## config.mk

```make
export PLATFORM = sky130hd
export DESIGN_NAME = spi_nor_flash_command_sequencer
export DESIGN_NICKNAME = d
export VERILOG_FILES = /design/src/hdl/snfcs_pkg.sv /design/src/hdl/snfcs_front.sv /design/src/hdl/snfcs_fifo.sv /design/src/hdl/snfcs_back.sv /design/src/hdl/spi_nor_flash_command_sequencer.sv
export SDC_FILE = /design/constraint.sdc
export NUM_CORES = 1
export LEC_CHECK = 0
export ABC_AREA = 1
export BUFFER_PORTS_ARGS = -buffer_cell sky130_fd_sc_hd__buf_2
export CAP_MARGIN = 20
export CORE_AREA = 5 5 191 331
export CTS_CLUSTER_SIZE = 14
export DETAILED_ROUTE_END_ITERATION = 6
export DIE_AREA = 0 0 196 336
export PLACE_DENSITY = 0.49
export SLEW_MARGIN = 15
export SYNTH_ARGS = -nofsm -noshare
export SYNTH_HDL_FRONTEND = slang
export SYNTH_HIERARCHICAL = 1
export SYNTH_SLANG_ARGS = --single-unit
```

## constraint.sdc

```tcl
create_clock -name clk -period 4.6 [get_ports clk]
set_input_delay 0.92 -clock clk [delete_from_list [all_inputs] [get_ports clk]]
set_output_delay 0.92 -clock clk [all_outputs]
set_load 0.01 [all_outputs]
```

## src/hdl/snfcs_pkg.sv

```systemverilog
`timescale 1ns / 1ps
`default_nettype none
// ----------------------------------------------------------------------------
// SPI NOR flash sequencer package
// Shared codes, opcodes and the job descriptor passed from front to back.
// ----------------------------------------------------------------------------
package snfcs_pkg;

	localparam logic [2:0] FN_RDID  = 3'd0;
	localparam logic [2:0] FN_READ  = 3'd1;
	localparam logic [2:0] FN_PROG  = 3'd2;
	localparam logic [2:0] FN_PDATA = 3'd3;
	localparam logic [2:0] FN_SE    = 3'd4;
	localparam logic [2:0] FN_CE    = 3'd5;
	localparam logic [2:0] FN_REPLY = 3'd6;

	localparam logic [2:0] K_SPI  = 3'd0;
	localparam logic [2:0] K_REL  = 3'd1;
	localparam logic [2:0] K_HOST = 3'd2;
	localparam logic [2:0] K_ID   = 3'd3;
	localparam logic [2:0] K_DONE = 3'd4;
	localparam logic [2:0] K_REJ  = 3'd5;

	localparam logic [7:0] OP_RDID  = 8'h9F;
	localparam logic [7:0] OP_WREN  = 8'h06;
	localparam logic [7:0] OP_PP    = 8'h02;
	localparam logic [7:0] OP_READ  = 8'h03;
	localparam logic [7:0] OP_SE    = 8'h20;
	localparam logic [7:0] OP_CE    = 8'hC7;
	localparam logic [7:0] OP_RDSR  = 8'h05;
	localparam logic [7:0] DUMMY    = 8'hFF;
	localparam int         BUSY_BIT = 0;

	// Result steps, emitted in ascending order of their index.
	localparam int NUM_STEPS = 13;
	localparam int ST_WREN   = 0;
	localparam int ST_REL1   = 1;
	localparam int ST_OP     = 2;
	localparam int ST_A2     = 3;
	localparam int ST_A1     = 4;
	localparam int ST_A0     = 5;
	localparam int ST_HOST   = 6;
	localparam int ST_REL2   = 7;
	localparam int ST_IDRES  = 8;
	localparam int ST_RDSR   = 9;
	localparam int ST_FF     = 10;
	localparam int ST_DONE   = 11;
	localparam int ST_REJ    = 12;

	localparam int QDEPTH = 4;

	typedef struct packed {
		logic [NUM_STEPS-1:0] steps;
		logic [7:0]           bval;
		logic [23:0]          addr;
		logic [7:0]           maker;
		logic [7:0]           dev_hi;
	} job_t;

endpackage
`default_nettype wire

```

## src/hdl/snfcs_front.sv

```systemverilog
`timescale 1ns / 1ps
`default_nettype none
// ----------------------------------------------------------------------------
// SPI NOR flash sequencer front end
// Accepts transactions, tracks the operation phase and turns each one into
// a job descriptor listing the result steps to emit.
// ----------------------------------------------------------------------------
module snfcs_front #(
	parameter int PAGE_SIZE = 256
) (
	input  wire                clk,
	input  wire                arst_n,
	input  wire                accept,
	input  wire  [2:0]         func,
	input  wire  [23:0]        address,
	input  wire  [15:0]        length,
	input  wire  [7:0]         data_byte,
	output snfcs_pkg::job_t    job
);
	import snfcs_pkg::*;

	localparam logic [2:0] PH_IDLE = 3'd0;
	localparam logic [2:0] PH_ID1  = 3'd1;
	localparam logic [2:0] PH_ID2  = 3'd2;
	localparam logic [2:0] PH_ID3  = 3'd3;
	localparam logic [2:0] PH_READ = 3'd4;
	localparam logic [2:0] PH_PROG = 3'd5;
	localparam logic [2:0] PH_POLL = 3'd6;

	localparam logic [15:0] PAGE_LEN = 16'(PAGE_SIZE);

	logic [2:0]  phase_q, phase_n;
	logic [15:0] left_q, left_n;
	logic [7:0]  maker_q, maker_n;
	logic [7:0]  dev_hi_q, dev_hi_n;
	logic [15:0] left_dec;
	logic [15:0] prog_len;
	logic        cmd_ok;
	logic        reply_ok;

	assign left_dec = left_q - 16'd1;
	assign prog_len = (length > PAGE_LEN) ? PAGE_LEN : length;
	assign cmd_ok   = (func <= FN_CE) && (func != FN_PDATA) && (phase_q == PH_IDLE);
	assign reply_ok = (func == FN_REPLY) && ((phase_q == PH_ID1) || (phase_q == PH_ID2) ||
		(phase_q == PH_ID3) || (phase_q == PH_READ) || (phase_q == PH_POLL));

	always_comb begin
		job.steps  = '0;
		job.bval   = data_byte;
		job.addr   = address;
		job.maker  = maker_q;
		job.dev_hi = dev_hi_q;
		phase_n    = phase_q;
		left_n     = left_q;
		maker_n    = maker_q;
		dev_hi_n   = dev_hi_q;
		if (cmd_ok) begin
			case (func)
				FN_RDID: begin
					job.steps[ST_OP] = 1'b1;
					job.steps[ST_FF] = 1'b1;
					job.bval         = OP_RDID;
					phase_n          = PH_ID1;
				end
				FN_READ: begin
					job.steps[ST_OP] = 1'b1;
					job.steps[ST_A2] = 1'b1;
					job.steps[ST_A1] = 1'b1;
					job.steps[ST_A0] = 1'b1;
					job.bval         = OP_READ;
					if (length == 16'd0) begin
						job.steps[ST_REL2] = 1'b1;
						job.steps[ST_DONE] = 1'b1;
					end else begin
						job.steps[ST_FF] = 1'b1;
						left_n           = length;
						phase_n          = PH_READ;
					end
				end
				FN_PROG: begin
					job.steps[ST_WREN] = 1'b1;
					job.steps[ST_REL1] = 1'b1;
					job.steps[ST_OP]   = 1'b1;
					job.steps[ST_A2]   = 1'b1;
					job.steps[ST_A1]   = 1'b1;
					job.steps[ST_A0]   = 1'b1;
					job.bval           = OP_PP;
					if (prog_len == 16'd0) begin
						job.steps[ST_REL2] = 1'b1;
						job.steps[ST_RDSR] = 1'b1;
						job.steps[ST_FF]   = 1'b1;
						phase_n            = PH_POLL;
					end else begin
						left_n  = prog_len;
						phase_n = PH_PROG;
					end
				end
				FN_SE: begin
					job.steps[ST_WREN] = 1'b1;
					job.steps[ST_REL1] = 1'b1;
					job.steps[ST_OP]   = 1'b1;
					job.steps[ST_A2]   = 1'b1;
					job.steps[ST_A1]   = 1'b1;
					job.steps[ST_A0]   = 1'b1;
					job.steps[ST_REL2] = 1'b1;
					job.steps[ST_RDSR] = 1'b1;
					job.steps[ST_FF]   = 1'b1;
					job.bval           = OP_SE;
					phase_n            = PH_POLL;
				end
				default: begin
					job.steps[ST_WREN] = 1'b1;
					job.steps[ST_REL1] = 1'b1;
					job.steps[ST_OP]   = 1'b1;
					job.steps[ST_REL2] = 1'b1;
					job.steps[ST_RDSR] = 1'b1;
					job.steps[ST_FF]   = 1'b1;
					job.bval           = OP_CE;
					phase_n            = PH_POLL;
				end
			endcase
		end else if ((func == FN_PDATA) && (phase_q == PH_PROG)) begin
			job.steps[ST_OP] = 1'b1;
			left_n           = left_dec;
			if (left_dec == 16'd0) begin
				job.steps[ST_REL2] = 1'b1;
				job.steps[ST_RDSR] = 1'b1;
				job.steps[ST_FF]   = 1'b1;
				phase_n            = PH_POLL;
			end
		end else if (reply_ok) begin
			case (phase_q)
				PH_ID1: begin
					job.steps[ST_FF] = 1'b1;
					maker_n          = data_byte;
					phase_n          = PH_ID2;
				end
				PH_ID2: begin
					job.steps[ST_FF] = 1'b1;
					dev_hi_n         = data_byte;
					phase_n          = PH_ID3;
				end
				PH_ID3: begin
					job.steps[ST_REL2]  = 1'b1;
					job.steps[ST_IDRES] = 1'b1;
					job.steps[ST_DONE]  = 1'b1;
					phase_n             = PH_IDLE;
				end
				PH_READ: begin
					job.steps[ST_HOST] = 1'b1;
					left_n             = left_dec;
					if (left_dec == 16'd0) begin
						job.steps[ST_REL2] = 1'b1;
						job.steps[ST_DONE] = 1'b1;
						phase_n            = PH_IDLE;
					end else begin
						job.steps[ST_FF] = 1'b1;
					end
				end
				default: begin
					if (data_byte[BUSY_BIT]) begin
						job.steps[ST_FF] = 1'b1;
					end else begin
						job.steps[ST_REL2] = 1'b1;
						job.steps[ST_DONE] = 1'b1;
						phase_n            = PH_IDLE;
					end
				end
			endcase
		end else begin
			job.steps[ST_REJ] = 1'b1;
		end
	end

	always_ff @(posedge clk or negedge arst_n) begin
		if (!arst_n) begin
			phase_q  <= PH_IDLE;
			left_q   <= '0;
			maker_q  <= '0;
			dev_hi_q <= '0;
		end else if (accept) begin
			phase_q  <= phase_n;
			left_q   <= left_n;
			maker_q  <= maker_n;
			dev_hi_q <= dev_hi_n;
		end
	end

endmodule
`default_nettype wire

```

## src/hdl/snfcs_fifo.sv

```systemverilog
`timescale 1ns / 1ps
`default_nettype none
// ----------------------------------------------------------------------------
// SPI NOR flash sequencer job queue
// A short first-in first-out queue of job descriptors between front and back.
// ----------------------------------------------------------------------------
module snfcs_fifo (
	input  wire               clk,
	input  wire               arst_n,
	input  wire               push,
	input  snfcs_pkg::job_t   push_job,
	output logic              full,
	input  wire               pop,
	output snfcs_pkg::job_t   pop_job,
	output logic              empty
);
	import snfcs_pkg::*;

	localparam int PW = $clog2(QDEPTH);
	localparam int CW = $clog2(QDEPTH + 1);

	job_t          slot_q [QDEPTH];
	logic [PW-1:0] wr_ptr_q;
	logic [PW-1:0] rd_ptr_q;
	logic [CW-1:0] count_q;

	assign full    = (count_q == CW'(QDEPTH));
	assign empty   = (count_q == '0);
	assign pop_job = slot_q[rd_ptr_q];

	always_ff @(posedge clk) begin
		if (push) begin
			slot_q[wr_ptr_q] <= push_job;
		end
	end

	always_ff @(posedge clk or negedge arst_n) begin
		if (!arst_n) begin
			wr_ptr_q <= '0;
			rd_ptr_q <= '0;
			count_q  <= '0;
		end else begin
			if (push) begin
				wr_ptr_q <= wr_ptr_q + PW'(1);
			end
			if (pop) begin
				rd_ptr_q <= rd_ptr_q + PW'(1);
			end
			if (push && !pop) begin
				count_q <= count_q + CW'(1);
			end else if (pop && !push) begin
				count_q <= count_q - CW'(1);
			end
		end
	end

endmodule
`default_nettype wire

```

## src/hdl/snfcs_back.sv

```systemverilog
`timescale 1ns / 1ps
`default_nettype none
// ----------------------------------------------------------------------------
// SPI NOR flash sequencer back end
// Walks the steps of each job in order and presents one result per cycle,
// while out_stall is low, from an output register.
// ----------------------------------------------------------------------------
module snfcs_back (
	input  wire               clk,
	input  wire               arst_n,
	input  wire               q_empty,
	input  snfcs_pkg::job_t   q_job,
	output logic              q_pop,
	output logic              out_valid,
	input  wire               out_stall,
	output logic [2:0]        kind,
	output logic [7:0]        spi_byte,
	output logic              want_reply,
	output logic [7:0]        host_byte,
	output logic [7:0]        maker_id,
	output logic [15:0]       device_id,
	output logic              last
);
	import snfcs_pkg::*;

	localparam int SW = $clog2(NUM_STEPS);

	job_t                 cur_q;
	logic                 out_valid_q;
	logic                 adv;
	logic                 emit;
	logic [NUM_STEPS-1:0] rest;
	logic [SW-1:0]        sel;
	logic [2:0]           r_kind;
	logic [7:0]           r_spi;
	logic                 r_want;
	logic [7:0]           r_host;
	logic [7:0]           r_maker;
	logic [15:0]          r_dev;

	assign adv       = !out_valid_q || !out_stall;
	assign emit      = adv && (cur_q.steps != '0);
	assign rest      = cur_q.steps & (cur_q.steps - NUM_STEPS'(1));
	assign q_pop     = !q_empty && ((cur_q.steps == '0) || (emit && (rest == '0)));
	assign out_valid = out_valid_q;

	always_comb begin
		sel = '0;
		for (int i = NUM_STEPS - 1; i >= 0; i--) begin
			if (cur_q.steps[i]) begin
				sel = SW'(i);
			end
		end
	end

	always_comb begin
		r_kind  = K_SPI;
		r_spi   = '0;
		r_want  = 1'b0;
		r_host  = '0;
		r_maker = '0;
		r_dev   = '0;
		unique case (sel)
			SW'(ST_WREN):  r_spi = OP_WREN;
			SW'(ST_REL1):  r_kind = K_REL;
			SW'(ST_OP):    r_spi = cur_q.bval;
			SW'(ST_A2):    r_spi = cur_q.addr[23:16];
			SW'(ST_A1):    r_spi = cur_q.addr[15:8];
			SW'(ST_A0):    r_spi = cur_q.addr[7:0];
			SW'(ST_HOST): begin
				r_kind = K_HOST;
				r_host = cur_q.bval;
			end
			SW'(ST_REL2):  r_kind = K_REL;
			SW'(ST_IDRES): begin
				r_kind  = K_ID;
				r_maker = cur_q.maker;
				r_dev   = {cur_q.dev_hi, cur_q.bval};
			end
			SW'(ST_RDSR):  r_spi = OP_RDSR;
			SW'(ST_FF): begin
				r_spi  = DUMMY;
				r_want = 1'b1;
			end
			SW'(ST_DONE):  r_kind = K_DONE;
			default:       r_kind = K_REJ;
		endcase
	end

	always_ff @(posedge clk or negedge arst_n) begin
		if (!arst_n) begin
			out_valid_q <= 1'b0;
			cur_q       <= '0;
		end else begin
			if (adv) begin
				out_valid_q <= emit;
			end
			if (q_pop) begin
				cur_q <= q_job;
			end else if (emit) begin
				cur_q.steps <= rest;
			end
		end
	end

	always_ff @(posedge clk) begin
		if (emit) begin
			kind       <= r_kind;
			spi_byte   <= r_spi;
			want_reply <= r_want;
			host_byte  <= r_host;
			maker_id   <= r_maker;
			device_id  <= r_dev;
			last       <= (rest == '0);
		end
	end

endmodule
`default_nettype wire

```

## src/hdl/spi_nor_flash_command_sequencer.sv

```systemverilog
`timescale 1ns / 1ps
`default_nettype none
// ----------------------------------------------------------------------------
// SPI NOR flash command sequencer
// Turns host commands and flash reply bytes into SPI byte, chip-select and
// status results.
// ----------------------------------------------------------------------------
// An input transaction is accepted in any cycle in which the four-entry job
// queue has room, so transactions may follow each other back to back. Each
// transaction expands into one to nine results, which leave the output
// register at one per cycle when out_stall is low: a data or reply byte
// yields one to four results, a command up to nine. Each transaction goes
// through the queue and the current-job register to the output register.
// The flash status is polled with opcode 0x05 followed by 0xFF bytes, each
// of which is to be returned as a reply transaction.
module spi_nor_flash_command_sequencer #(
	parameter int PAGE_SIZE = 256
) (
	input  wire         clk,
	input  wire         arst_n,
	input  wire         in_valid,
	output logic        in_stall,
	input  wire  [2:0]  func,
	input  wire  [23:0] address,
	input  wire  [15:0] length,
	input  wire  [7:0]  data_byte,
	output logic        out_valid,
	input  wire         out_stall,
	output logic [2:0]  kind,
	output logic [7:0]  spi_byte,
	output logic        want_reply,
	output logic [7:0]  host_byte,
	output logic [7:0]  maker_id,
	output logic [15:0] device_id,
	output logic        last
);
	import snfcs_pkg::*;

	job_t new_job;
	job_t head_job;
	logic q_full;
	logic q_empty;
	logic q_pop;
	logic accept;

	assign in_stall = q_full;
	assign accept   = in_valid && !q_full;

	snfcs_front #(
		.PAGE_SIZE(PAGE_SIZE)
	) u_front (
		.clk       (clk),
		.arst_n    (arst_n),
		.accept    (accept),
		.func      (func),
		.address   (address),
		.length    (length),
		.data_byte (data_byte),
		.job       (new_job)
	);

	snfcs_fifo u_fifo (
		.clk      (clk),
		.arst_n   (arst_n),
		.push     (accept),
		.push_job (new_job),
		.full     (q_full),
		.pop      (q_pop),
		.pop_job  (head_job),
		.empty    (q_empty)
	);

	snfcs_back u_back (
		.clk        (clk),
		.arst_n     (arst_n),
		.q_empty    (q_empty),
		.q_job      (head_job),
		.q_pop      (q_pop),
		.out_valid  (out_valid),
		.out_stall  (out_stall),
		.kind       (kind),
		.spi_byte   (spi_byte),
		.want_reply (want_reply),
		.host_byte  (host_byte),
		.maker_id   (maker_id),
		.device_id  (device_id),
		.last       (last)
	);

endmodule
`default_nettype wire

```

==> results of run 1 <==
## cell type report
type / instances / share of cell area [%]
multi-input combinational: 1008 / 24.8
clock inverter: 17 / 0.739
clock buffer: 57 / 5.49
sequential: 393 / 56.0
antenna: 1 / 0.0124
timing repair buffer: 120 / 3.41
inverter: 250 / 4.66
tap: 786 / 4.88
## sequential cells by signal, indices dropped and copies added, names as in the netlist
register / count
u_front/maker_q: 8
u_fifo/slot_q: 244
u_back/out_valid: 1
u_back/maker_id: 8
u_front/phase_q: 3
u_front/dev_hi_q: 8
u_back/last: 1
u_fifo/wr_ptr_q: 2
u_back/cur_q: 61
u_back/kind: 3
u_back/device_id: 16
u_back/spi_byte: 8
u_back/want_reply: 1
u_fifo/rd_ptr_q: 2
u_fifo/count_q: 3
u_back/host_byte: 8
u_front/left_q: 16
## through the flow
| step | instances | area (um2) |
|---|---|---|
| 2_1_floorplan | 1750 | 17800 |
| 3_3_place_gp | 2557 | 18900 |
| 3_5_place_dp | 2557 | 18900 |
| 4_1_cts | 2631 | 20200 |
| 5_1_grt | 2631 | 20200 |
| 6_report | 2632 | 20200 |
## placed cells by master (no fill, tap or decap), types with 14 or more instances in the layout
cell type | Yosys | routed
nand2_1 | 471 | 471
edfxtp_1 | 289 | 289
inv_1 | 239 | 235
o211ai_1 | 136 | 136
nand3_1 | 132 | 132
nor2_1 | 115 | 115
dfrtp_1 | 104 | 102
buf_2 | 26 | 100
clkbuf_16 | 0 | 41
o21ai_0 | 35 | 35
buf_4 | 49 | 17
nand4_1 | 15 | 15
clkbuf_1 | 16 | 14
inv_2 | 10 | 14
## power by group through the flow
| stage | Sequential [uW] | Combinational [uW] | Clock (uW) |
|---|---|---|---|
| 2_1_floorplan | 5670 | 3990 | 0 |
| 3_3_place_gp | 5860 | 5320 | 0 |
| 3_5_place_dp | 5890 | 5400 | 0 |
| 4_1_cts | 5830 | 5420 | 3240 |
| 5_1_grt | 5940 | 6030 | 3380 |
| 6_report | 5810 | 5330 | 3140 |
## layer usage
| layer | global-route usage [%] | up-vias | routed length (um) |
|---|---|---|---|
| li1 | - | 5960 | - |
| met2 | 24.3 | 228 | 22800 |
| met3 | 1.77 | 67 | 1580 |
| met1 | 16.0 | 5789 | 18400 |
| met5 | 0 | - | 13 |
| met4 | 4.39 | 2 | 1260 |
## how the worst min path moves through the flow
stage	startpoint	to	slack, ps
floorplan	u_back/cur_q[0]	u_back/cur_q[0]	440
global placement	u_back/cur_q[6]	u_back/cur_q[6]	460
detailed placement	u_back/cur_q[6]	u_back/cur_q[6]	460
CTS	arst_n	u_fifo/count_q[2]	370
global route	arst_n	u_fifo/count_q[0]	410
finish	arst_n	u_fifo/count_q[2]	370
## cells by family (layout without fill, tap and decap cells)
kind of cell	count (synthesis)	after routing
fa+ha+maj	8	8
compound gates	214	214
xor+xnor	5	5
other cells	0	1
simple gates	781	781
buf+inv	349	444
flops	393	393
==> results.tsv, run 1 <==
stage	metric	value	unit
global_routing	grt_first_pass_wirelength	69300	um
global_routing	grt_pass1_vias	12200	
worst_setup_path	reg2regPathDepth	20	
hold_path	hold_class	primary input to async pin	
synthesis	synth-simple-area-share	18.8	%
floorplan	num_rows	119	
power	seqPwrFrac	40.7	%
sta	fin_skew	14.3	ps
placed_design	place.gp.congestion	0.847	
sta	maxSlewViolCount	0	
worst_setup_path	cp_max_fo	16	
sta	fin_ws	1670	ps
synthesis	synth_seq_cells	393	
worst_setup_path	path_depth	20	
synthesis	yosys-top-cells-area	edfxtp_1 (49%), dfrtp_1 (15%), nand2_1 (9.9%), o211ai_1 (5.7%), inv_1 (5.0%)	
sta	rsz0062_at_grt	false	
cts	clk_pin_slew	60	ps
synthesis	async_flop_share	26.5	%
sta	min_period	2930	ps
sta	hold_ws	372	ps
worst_setup_path	crit_path_end_kind	flip-flop	
layout	multi_input_area	5000	um2
floorplan	start_util	29.7	%
sta	final.period_utilization	63.8	%
cts	htree_levels	2	
power	power.internal	8520	uW
worst_setup_path	worstPathArrival	3360	ps
layout	layout-drive-gt1-share	12.6	%
sta	slew_headroom	31.0	%
worst_setup_path	crit_end	u_fifo/count_q[2]	
power	switching_share	40.3	%
flow_run	maxCapViolCount	0	
cts	hold_buffers	0	
synthesis	synthAdderAreaFrac	0.603	%
sta	hold_violations	0	
worst_setup_path	rr_startpoint	u_back/cur_q[49]	
worst_setup_path	crit_chain	nor2_2 -> nand2_2 -> nor2_4 -> inv_2 -> nor2_2 -> inv_2 -> nand2_4 -> inv_2 -> nand4_2 -> nand2_4 -> nand2_4 -> inv_1 -> inv_1 -> ha_1 -> inv_1 -> fa_1 -> nand2_1 -> nand3_1 -> nand2_1 -> nand2_1	
synthesis	synth.distinct_cells	46	
synthesis	synth_nets	1813	
layout	fin_util	33.5	%
worst_setup_path	crit_type	flip-flop to flip-flop	
routing	drt-initial-drc-count	621	
synthesis	yosysTopAreaCellShare	48.6	%
cts	cts_tree	done	
synthesis	synthMuxAreaShare	0	%
global_routing	overflow	0	
worst_setup_path	r2r_end	u_fifo/count_q[2]	
routing	vias_per_cell	4.58	
worst_setup_path	cp.buffers_inverters	6	
cts	insertion_delay	530	ps
routing	vias	12000	
sta	fin_tns_setup	0	ps
cts	root_buffer	clkbuf_16	
cts	post_cts_buffers	0	
synthesis	synth_warnings	6	
worst_setup_path	worstSetupStartpointType	flip-flop	
global_routing	antenna_found_initial	1	
synthesis	synth_edf_count	289	
worst_setup_path	worstSetupStartpoint	u_back/cur_q[49]	
synthesis	syn-instance-count	1750	
global_routing	grt_max_degree	98	
power	power_frac_clock	22.0	%
sta	setup_viol	0	
synthesis	synth_flop_cell	edfxtp_1	
synthesis	synth.largest_area_cell	edfxtp_1	
placed_design	dp_slack	1500	ps
routing	remaining_drc_errors	0	
synthesis	synth_common_cells	nand2_1 (471), edfxtp_1 (289), inv_1 (239)	
layout	regArea	11300	um2
worst_setup_path	ff2ff_setup_slack	1670	ps
synthesis	avgSynthCellArea	10.2	um2
layout	fin_nets	1876	
placed_design	portBuffers	101	
cts	numClockSinks	393	
global_routing	grt_usage	13.3	%
power	p_leak	0.00864	uW
synthesis	syn-cell-area	17800	um2
layout	fillCellCount	6183	
cts	cts_buffers	40	
power	p_comb_share	37.3	%
synthesis	yosysMostFrequentCell	nand2_1	
cts	clk_path_buf_depth	3	
routing	drt-pass1-iter-count	5	
power	ir_worst_vdd	325	uV
synthesis	yosysSeqAreaShare	63.2	%
layout	syn2layout_area_growth	12.9	%
power	p_switching	5760	uW
worst_setup_path	cpLargestDelayFamily	simple AND/OR/NAND/NOR gates	
worst_setup_path	slowest_stage	dfrtp_1	
cts	cts.repair.resized	0	
worst_setup_path	critPathRequiredTime	5020	ps
placed_design	hpwl	31100	um
sta	fmax	341	MHz
floorplan	die_w	196	um
routing	postRouteAntennaNets	0	
synthesis	synth_compound_area_share	8.36	%
synthesis	synth_top_family_by_area	simple AND/OR/NAND/NOR gates	
routing	drt_wl_total	44000	um
floorplan	core_region_area	60200	um2
sta	worst_pin_slew	1030	ps
floorplan	die_area	65900	um2
routing	drt-wirelength-per-cell	16.7	um
worst_setup_path	max_stage_delay	430	ps
floorplan	die-height	336	um
outcome	status	complete, no violations	
floorplan	io_pins	102	
synthesis	synth_xor_area_share	0.245	%
power	p_total	14300	uW
power	p_per_area	709	nW/um2
(Power assumes the default switching activity.)
==> run 2: changes to the inputs <==
- ABC_AREA: 1 -> 0
- CORE_AREA: 5 5 191 331 -> 5 5 187 324
- DIE_AREA: 0 0 196 336 -> 0 0 192 329
- PLACE_DENSITY: 0.49 -> 0.5
- clock period: 4.6 -> 2.5 ns (I/O delays scaled with it)
==> results.tsv, run 2 <==
stage	metric	value	unit	change
outcome	status	finished with violations		
outcome	violations	negative setup slack		
worst_setup_path	max_stage_delay	430	ps	about the same
synthesis	syn-cell-area	17000	um2	-4.5%
hold_path	hold_class	primary input to flip-flop		
global_routing	overflow	0		unchanged
routing	vias_per_cell	4.68		+2.2%
floorplan	num_rows	117		-1.7%
floorplan	core_region_area	57800	um2	-3.9%
worst_setup_path	worstSetupStartpointType	flip-flop		
routing	remaining_drc_errors	0		unchanged
layout	final_cell_mix	edfxtp_1 (289), buf_4 (137), dfrtp_1 (101)		
synthesis	yosysMostFrequentCell	edfxtp_1		
worst_setup_path	cp.buffers_inverters	2		-4
sta	maxSlewViolCount	0		unchanged
synthesis	avgSynthCellArea	16.2	um2	+59%
synthesis	yosysTopAreaCellShare	50.9	%	+2.3 points
global_routing	busiest_layer	met2		
synthesis	syn-instance-count	1054		-40%
global_routing	use_met3	2.14	%	+0.37 points
synthesis	synth_nets	1117		-38%
placed_design	numPlacedInstances	1989		-22%
placed_design	place.gp.congestion	0.862		+1.9%
worst_setup_path	crit_type	flip-flop to flip-flop		
layout	fin_nets	1336		-29%
layout	fillCellCount	5534		-10%
synthesis	synth.distinct_cells	88		+91%
global_routing	use_met2	25.1	%	+0.76 points
cts	root_buffer	clkbuf_16		
cts	clk_path_buf_depth	3		unchanged
global_routing	antenna_found_initial	5		+4
sta	setup_viol	40		+40
layout	regMostFlops	u_fifo/slot_q		
placed_design	placed_area	19200	um2	+1.5%
layout	top_regs	u_fifo/slot_q: 244 flops, u_back/cur_q: 61 flops		
synthesis	synth_edf_count	289		unchanged
routing	drt_wl_total	41400	um	-5.7%
worst_setup_path	slowest_stage	dfrtp_1		
layout	stdcell_count	2075		-21%
routing	vias	9706		-19%
cts	numClockSinks	393		unchanged
synthesis	yosysSeqAreaShare	66.2	%	+3.0 points
sta	slew_headroom	57.9	%	+27 points
layout	design_area	20800	um2	+2.9%
sta	fin_skew	16.3	ps	+2.09 ps
floorplan	io_pins	102		unchanged
cts	cts_buffers	38		-5.0%
layout	layout-drive-gt1-share	38.8	%	+26 points
floorplan	die_w	192	um	-2.0%
worst_setup_path	cp_max_fo	4		-12
power	p_leak	0.00777	uW	-10%
layout	largest_register_ffs	244		unchanged
sta	worst_pin_slew	629	ps	-399 ps
synthesis	synth_warnings	6		unchanged
floorplan	die_area	63200	um2	-4.1%
worst_setup_path	crit_path_end_kind	flip-flop		
global_routing	grt_usage	13.0	%	-0.25 points
power	p_per_area	1240	nW/um2	+75%
worst_setup_path	crit_chain	nor4_4 -> o2111ai_2 -> a221o_1 -> nor3_2 -> o21ba_4 -> inv_2 -> ha_4 -> inv_2 -> fa_1 -> mux2_4		
worst_setup_path	cp_common_cell	inv_2		
power	ir_worst_vdd	554	uV	+70%
cts	clk_pin_slew	60	ps	about the same
routing	drt-initial-drc-count	425		-32%
sta	fin_ws	-238	ps	-1900 ps
synthesis	synth_seq_cells	393		unchanged
cts	htree_levels	2		unchanged
sta	rsz0062_at_grt	true		
layout	syn2layout_area_growth	21.8	%	
sta	final.period_utilization	110	%	+46 points
layout	final_common_cell	edfxtp_1		
global_routing	grt_pass1_vias	10500		-14%
cts	insertion_delay	540	ps	about the same
placed_design	portBuffers	101		unchanged
global_routing	globalRouteMet1Util	14.1	%	-1.9 points
synthesis	synth_common_cells	edfxtp_1 (289), dfrtp_1 (104), nor2_1 (65)		
synthesis	synth_flop_cell	edfxtp_1		
sta	fmax	365	MHz	+7.1%
flow_run	maxCapViolCount	0		unchanged
cts	cts_tree	done		
worst_setup_path	worstPathArrival	3160	ps	-200 ps
routing	drt-wirelength-per-cell	20.0	um	+20%
routing	postRouteAntennaNets	0		unchanged
sta	min_period	2740	ps	-195 ps
worst_setup_path	critPathRequiredTime	2920	ps	-2100 ps
placed_design	dp_slack	-211	ps	-1720 ps
layout	regArea	11300	um2	about the same
routing	drt-pass1-iter-count	4		-1
global_routing	grt_max_degree	45		-54%
floorplan	start_util	29.5	%	-0.20 points
synthesis	synth.largest_area_cell	edfxtp_1		
synthesis	yosys-top-cells-area	edfxtp_1 (51%), dfrtp_1 (15%), mux4_2 (7.7%), mux2_4 (3.5%), o21ai_0 (1.5%)		
synthesis	async_flop_share	26.5	%	unchanged
global_routing	grt_first_pass_wirelength	62700	um	-9.5%
sta	hold_violations	0		unchanged
placed_design	hpwl	29200	um	-5.9%
power	p_total	25800	uW	+80%
layout	multi_input_area	5220	um2	+4.2%
worst_setup_path	cpLargestDelayFamily	compound AO/OA/AOI/OAI gates		
floorplan	die-height	329	um	-2.1%
sta	fin_tns_setup	-2840	ps	-2840 ps
run 2: cell count changes in the layout (fill, tap and decap cells not counted), moves of 51 or more:
cell      change
nor2_1       -51
nand3_1     -125
o211ai_1    -132
buf_4       +120
mux4_2       +58
nand2_1     -426
inv_1       -223
run 2: logic make-up (layout without fill, tap and decap cells):
family	after synthesis	in the layout	synth area share, %
xor+xnor	9	9	0.463
compound gates	164	164	6.65
flops	393	393	66.2
fa+ha+maj	9	9	0.690
simple gates	247	247	8.03
mux	131	131	13.6
other cells	0	1	0
buf+inv	101	348	4.35
run 2: timing repair:
action,CTS,global route
cloned,1,2
hold buffers,1,0
resized for setup,8,35
endpoints found under the setup margin,52,83
hold endpoints to repair,29,0
buffers inserted,3,11
pin swaps,6,10
run 2: where the power goes:
| part | total (uW) | switching (uW) | internal, uW |
|---|---|---|---|
| Combinational | 10000 | 4850 | 5160 |
| Clock | 5470 | 2390 | 3080 |
| Sequential | 10300 | 1080 | 9190 |
run 2: through the flow:
step	hold WS [ps]	utilization, %
global placement	466	33.2
CTS	147	35.4
finish	181	35.9
detailed placement	473	33.2
global route	158	35.9
floorplan	204	-
run 2: final timing paths:
| kind | slack [ps] | cells after the start | end | startpoint |
|---|---|---|---|---|
| worst max-delay path | -240 | 10 | u_fifo/count_q[1] | u_back/cur_q[50] |
| worst min-delay path | 180 | 1 | u_fifo/slot_q[1][29] | address[13] |
| worst max register to register | -240 | 10 | u_fifo/count_q[1] | u_back/cur_q[50] |
| worst min register to register | 500 | 0 | u_fifo/slot_q[0][1] | u_front/dev_hi_q[1] |
| max in group asynchronous | 1240 | 3 | u_front/left_q[0] | arst_n |
| min in group asynchronous | 490 | 2 | u_front/dev_hi_q[5] | arst_n |
run 2: layer usage:
layer  part of all wire [%]  vias to the layer above
li1                       -                     4499
met1                     37                     4957
met2                     56                      169
met3                    3.7                       73
met4                    3.2                        8
met5                   0.11                        -
run 2: cell type report:
class	instances	area share (%)
sequential	393	54.4
multi-input combinational	560	25.1
timing repair buffer	264	9.79
clock buffer	56	5.34
tap	773	4.66
clock inverter	12	0.368
inverter	16	0.301
antenna	1	0.0121
==> run 3: changes to the inputs <==
- CORE_AREA: 5 5 187 324 -> 5 5 179 311
- DIE_AREA: 0 0 192 329 -> 0 0 184 316
- PLACE_DENSITY: 0.5 -> 0.51
- SYNTH_HIERARCHICAL: 1 -> unset
==> results.tsv, run 3 <==
stage	metric	value	unit	change
routing	remaining_drc_errors	0		unchanged
synthesis	synth_warnings	0		-6
sta	fin_tns_setup	-25990	ps	-23150 ps
synthesis	yosysSeqAreaShare	69.6	%	+3.4 points
sta	fin_skew	23.5	ps	+7.14 ps
layout	fillCellCount	5060		-8.6%
outcome	violations	negative setup slack		
routing	postRouteAntennaNets	0		unchanged
layout	syn2layout_area_growth	25.0	%	
floorplan	core_region_area	53000	um2	-8.4%
synthesis	yosysMostFrequentCell	edfxtp_1		
global_routing	grt_usage	13.6	%	+0.56 points
sta	slew_headroom	51.4	%	-6.6 points
hold_path	hold_class	primary input to flip-flop		
floorplan	die-height	316	um	-4.0%
synthesis	synth.largest_area_cell	edfxtp_1		
floorplan	io_pins	102		unchanged
synthesis	synth_flop_cell	edfxtp_1		
placed_design	hpwl	26900	um	-7.9%
worst_setup_path	crit_type	flip-flop to flip-flop		
cts	numClockSinks	381		-3.1%
layout	fin_util	37.0	%	+1.2 points
synthesis	yosys-top-cells-area	edfxtp_1 (53%), dfrtp_1 (17%), mux4_2 (8.2%), mux2_2 (4.8%), nand2_1 (1.7%)		
worst_setup_path	worstPathArrival	3400	ps	+240 ps
cts	root_buffer	clkbuf_16		
power	ir_worst_vdd	467	uV	-16%
synthesis	synth_seq_cells	381		-3.1%
power	p_per_area	1360	nW/um2	+9.5%
cts	cts_tree	done		
floorplan	die_area	58100	um2	-8.0%
layout	largest_register_ffs	232		-4.9%
layout	stdcell_count	1912		-7.9%
sta	setup_viol	73		+83%
floorplan	num_rows	112		-4.3%
worst_setup_path	crit_chain	or4_4 -> or3_1 -> maj3_2 -> nand4b_4 -> a21oi_4 -> inv_4 -> ha_4 -> inv_2 -> fa_1 -> mux2_2		
layout	regMostFlops	u_fifo.slot_q		
global_routing	overflow	0		unchanged
routing	vias_per_cell	4.80		+2.7%
synthesis	synth.distinct_cells	71		-19%
sta	fmax	335	MHz	-8.3%
synthesis	async_flop_share	27.3	%	+0.83 points
sta	final.period_utilization	119	%	+10 points
sta	min_period	2990	ps	+249 ps
sta	fin_ws	-486	ps	-249 ps
synthesis	yosysTopAreaCellShare	53.0	%	+2.1 points
synthesis	avgSynthCellArea	16.0	um2	-0.82%
synthesis	synth_nets	1042		-6.7%
floorplan	start_util	29.6	%	+0.17 points
synthesis	synth_common_cells	edfxtp_1 (277), dfrtp_1 (104), nand2_1 (71)		
placed_design	numPlacedInstances	1823		-8.3%
layout	fin_nets	1262		-5.5%
global_routing	grt_first_pass_wirelength	60000	um	-4.4%
placed_design	portBuffers	101		unchanged
global_routing	grt_max_degree	43		-4.4%
placed_design	place.gp.congestion	0.858		-0.45%
routing	drt-pass1-iter-count	5		+1
sta	hold_violations	0		unchanged
routing	drt_wl_total	39500	um	-4.7%
synthesis	syn-cell-area	15700	um2	-7.9%
global_routing	grt_pass1_vias	10000		-4.7%
worst_setup_path	slowest_stage	or4_4		
layout	layout-drive-gt1-share	37.3	%	-1.5 points
worst_setup_path	critPathRequiredTime	2910	ps	about the same
power	p_leak	0.00740	uW	-4.8%
synthesis	synth_edf_count	277		-4.2%
worst_setup_path	max_stage_delay	560	ps	+130 ps
worst_setup_path	crit_path_end_kind	flip-flop		
layout	final_common_cell	edfxtp_1		
sta	maxSlewViolCount	0		unchanged
synthesis	syn-instance-count	979		-7.1%
routing	drt-wirelength-per-cell	20.7	um	+3.4%
cts	cts_buffers	38		unchanged
layout	final_cell_mix	edfxtp_1 (277), dfrtp_1 (102), buf_2 (100)		
cts	insertion_delay	530	ps	about the same
worst_setup_path	worstSetupStartpointType	flip-flop		
outcome	status	finished with violations		
worst_setup_path	cp_max_fo	4		unchanged
global_routing	antenna_found_initial	1		-4
sta	rsz0062_at_grt	true		
layout	design_area	19600	um2	-5.5%
cts	clk_pin_slew	70	ps	about the same
sta	worst_pin_slew	722	ps	+92.4 ps
placed_design	placed_area	17900	um2	-6.8%
cts	htree_levels	2		unchanged
routing	drt-initial-drc-count	487		+15%
layout	top_regs	u_fifo.slot_q: 232 flops, u_back.cur_q: 61 flops		
floorplan	die_w	184	um	-4.2%
flow_run	maxCapViolCount	0		unchanged
routing	vias	9185		-5.4%
cts	clk_path_buf_depth	3		unchanged
run 3: per-layer routing:
layer | track usage, % | wire length, um | vias to the layer above
met5 | 0 | 0 | -
met4 | 4.42 | 1200 | 0
met3 | 2.15 | 1520 | 63
met2 | 26.6 | 22500 | 181
met1 | 14.6 | 14300 | 4736
li1 | - | - | 4205
run 3: worst paths after layout:
| check | slack (ps) | end | startpoint | depth (start not counted) |
|---|---|---|---|---|
| max | -490 | u_fifo.count_q[1] | u_back.cur_q[50] | 10 |
| min | 180 | u_fifo.slot_q[0][36] | address[20] | 1 |
| max reg2reg | -490 | u_fifo.count_q[1] | u_back.cur_q[50] | 10 |
| min reg2reg | 500 | u_back.cur_q[9] | u_back.cur_q[9] | 1 |
| max in group asynchronous | 1280 | u_front.phase_q[0] | arst_n | 3 |
| min in group asynchronous | 520 | u_back.cur_q[27] | arst_n | 2 |
run 3: logic make-up after synthesis:
kind of cell	share of synthesized area, %
xor gates and xnor gates	0.662
adders and majority gates	0.885
muxes	13.4
AOI/OAI and AO/OA	5.58
buffers and inverters	1.95
DFF	69.6
and+or+nand+nor	7.99
run 3: worst max-delay path: cells and delay by family (launching register included):
family,cells,cell delay [ps]
adders and majority gates,3,860
muxes,1,260
AOI/OAI and AO/OA,1,180
buffers and inverters,2,110
DFF,1,380
and+or+nand+nor,3,1070
run 3: layout make-up:
cell class	count	area, um2	area share (%)
timing repair buffer	228	1870	9.52
clock inverter	13	141	0.721
inverter	21	82.6	0.421
sequential	381	10900	55.7
multi-input combinational	529	4700	23.9
clock buffer	55	1040	5.33
tap	684	856	4.36
antenna	1	2.50	0.0128
run 3: power breakdown:
| part | switching, uW | leakage (uW) | internal (uW) |
|---|---|---|---|
| combinational | 5400 | 0.00293 | 5430 |
| clock | 2380 | 0.000576 | 3140 |
| sequential | 1110 | 0.00390 | 9200 |
| total | 8890 | 0.00740 | 17800 |
run 3: metrics by stage:
step | total power (uW) | hold WS [ps] | worst slack [ps]
after global routing | 28200 | 168 | -574
after floorplan | 16300 | 204 | -799
after global placement | 19900 | 482 | -490
final | 26700 | 183 | -486
after CTS | 26600 | 155 | -524
after detailed placement | 20100 | 485 | -511
run 3: repair_timing:
action / 4_1_cts / 5_1_grt
hold buffers: 1 / 0
pin swaps: 12 / 10
endpoints found under the hold margin: 32 / 0
endpoints found under the setup margin: 222 / 117
resized for setup: 27 / 26
gates cloned: 5 / 1
setup buffers: 9 / 6
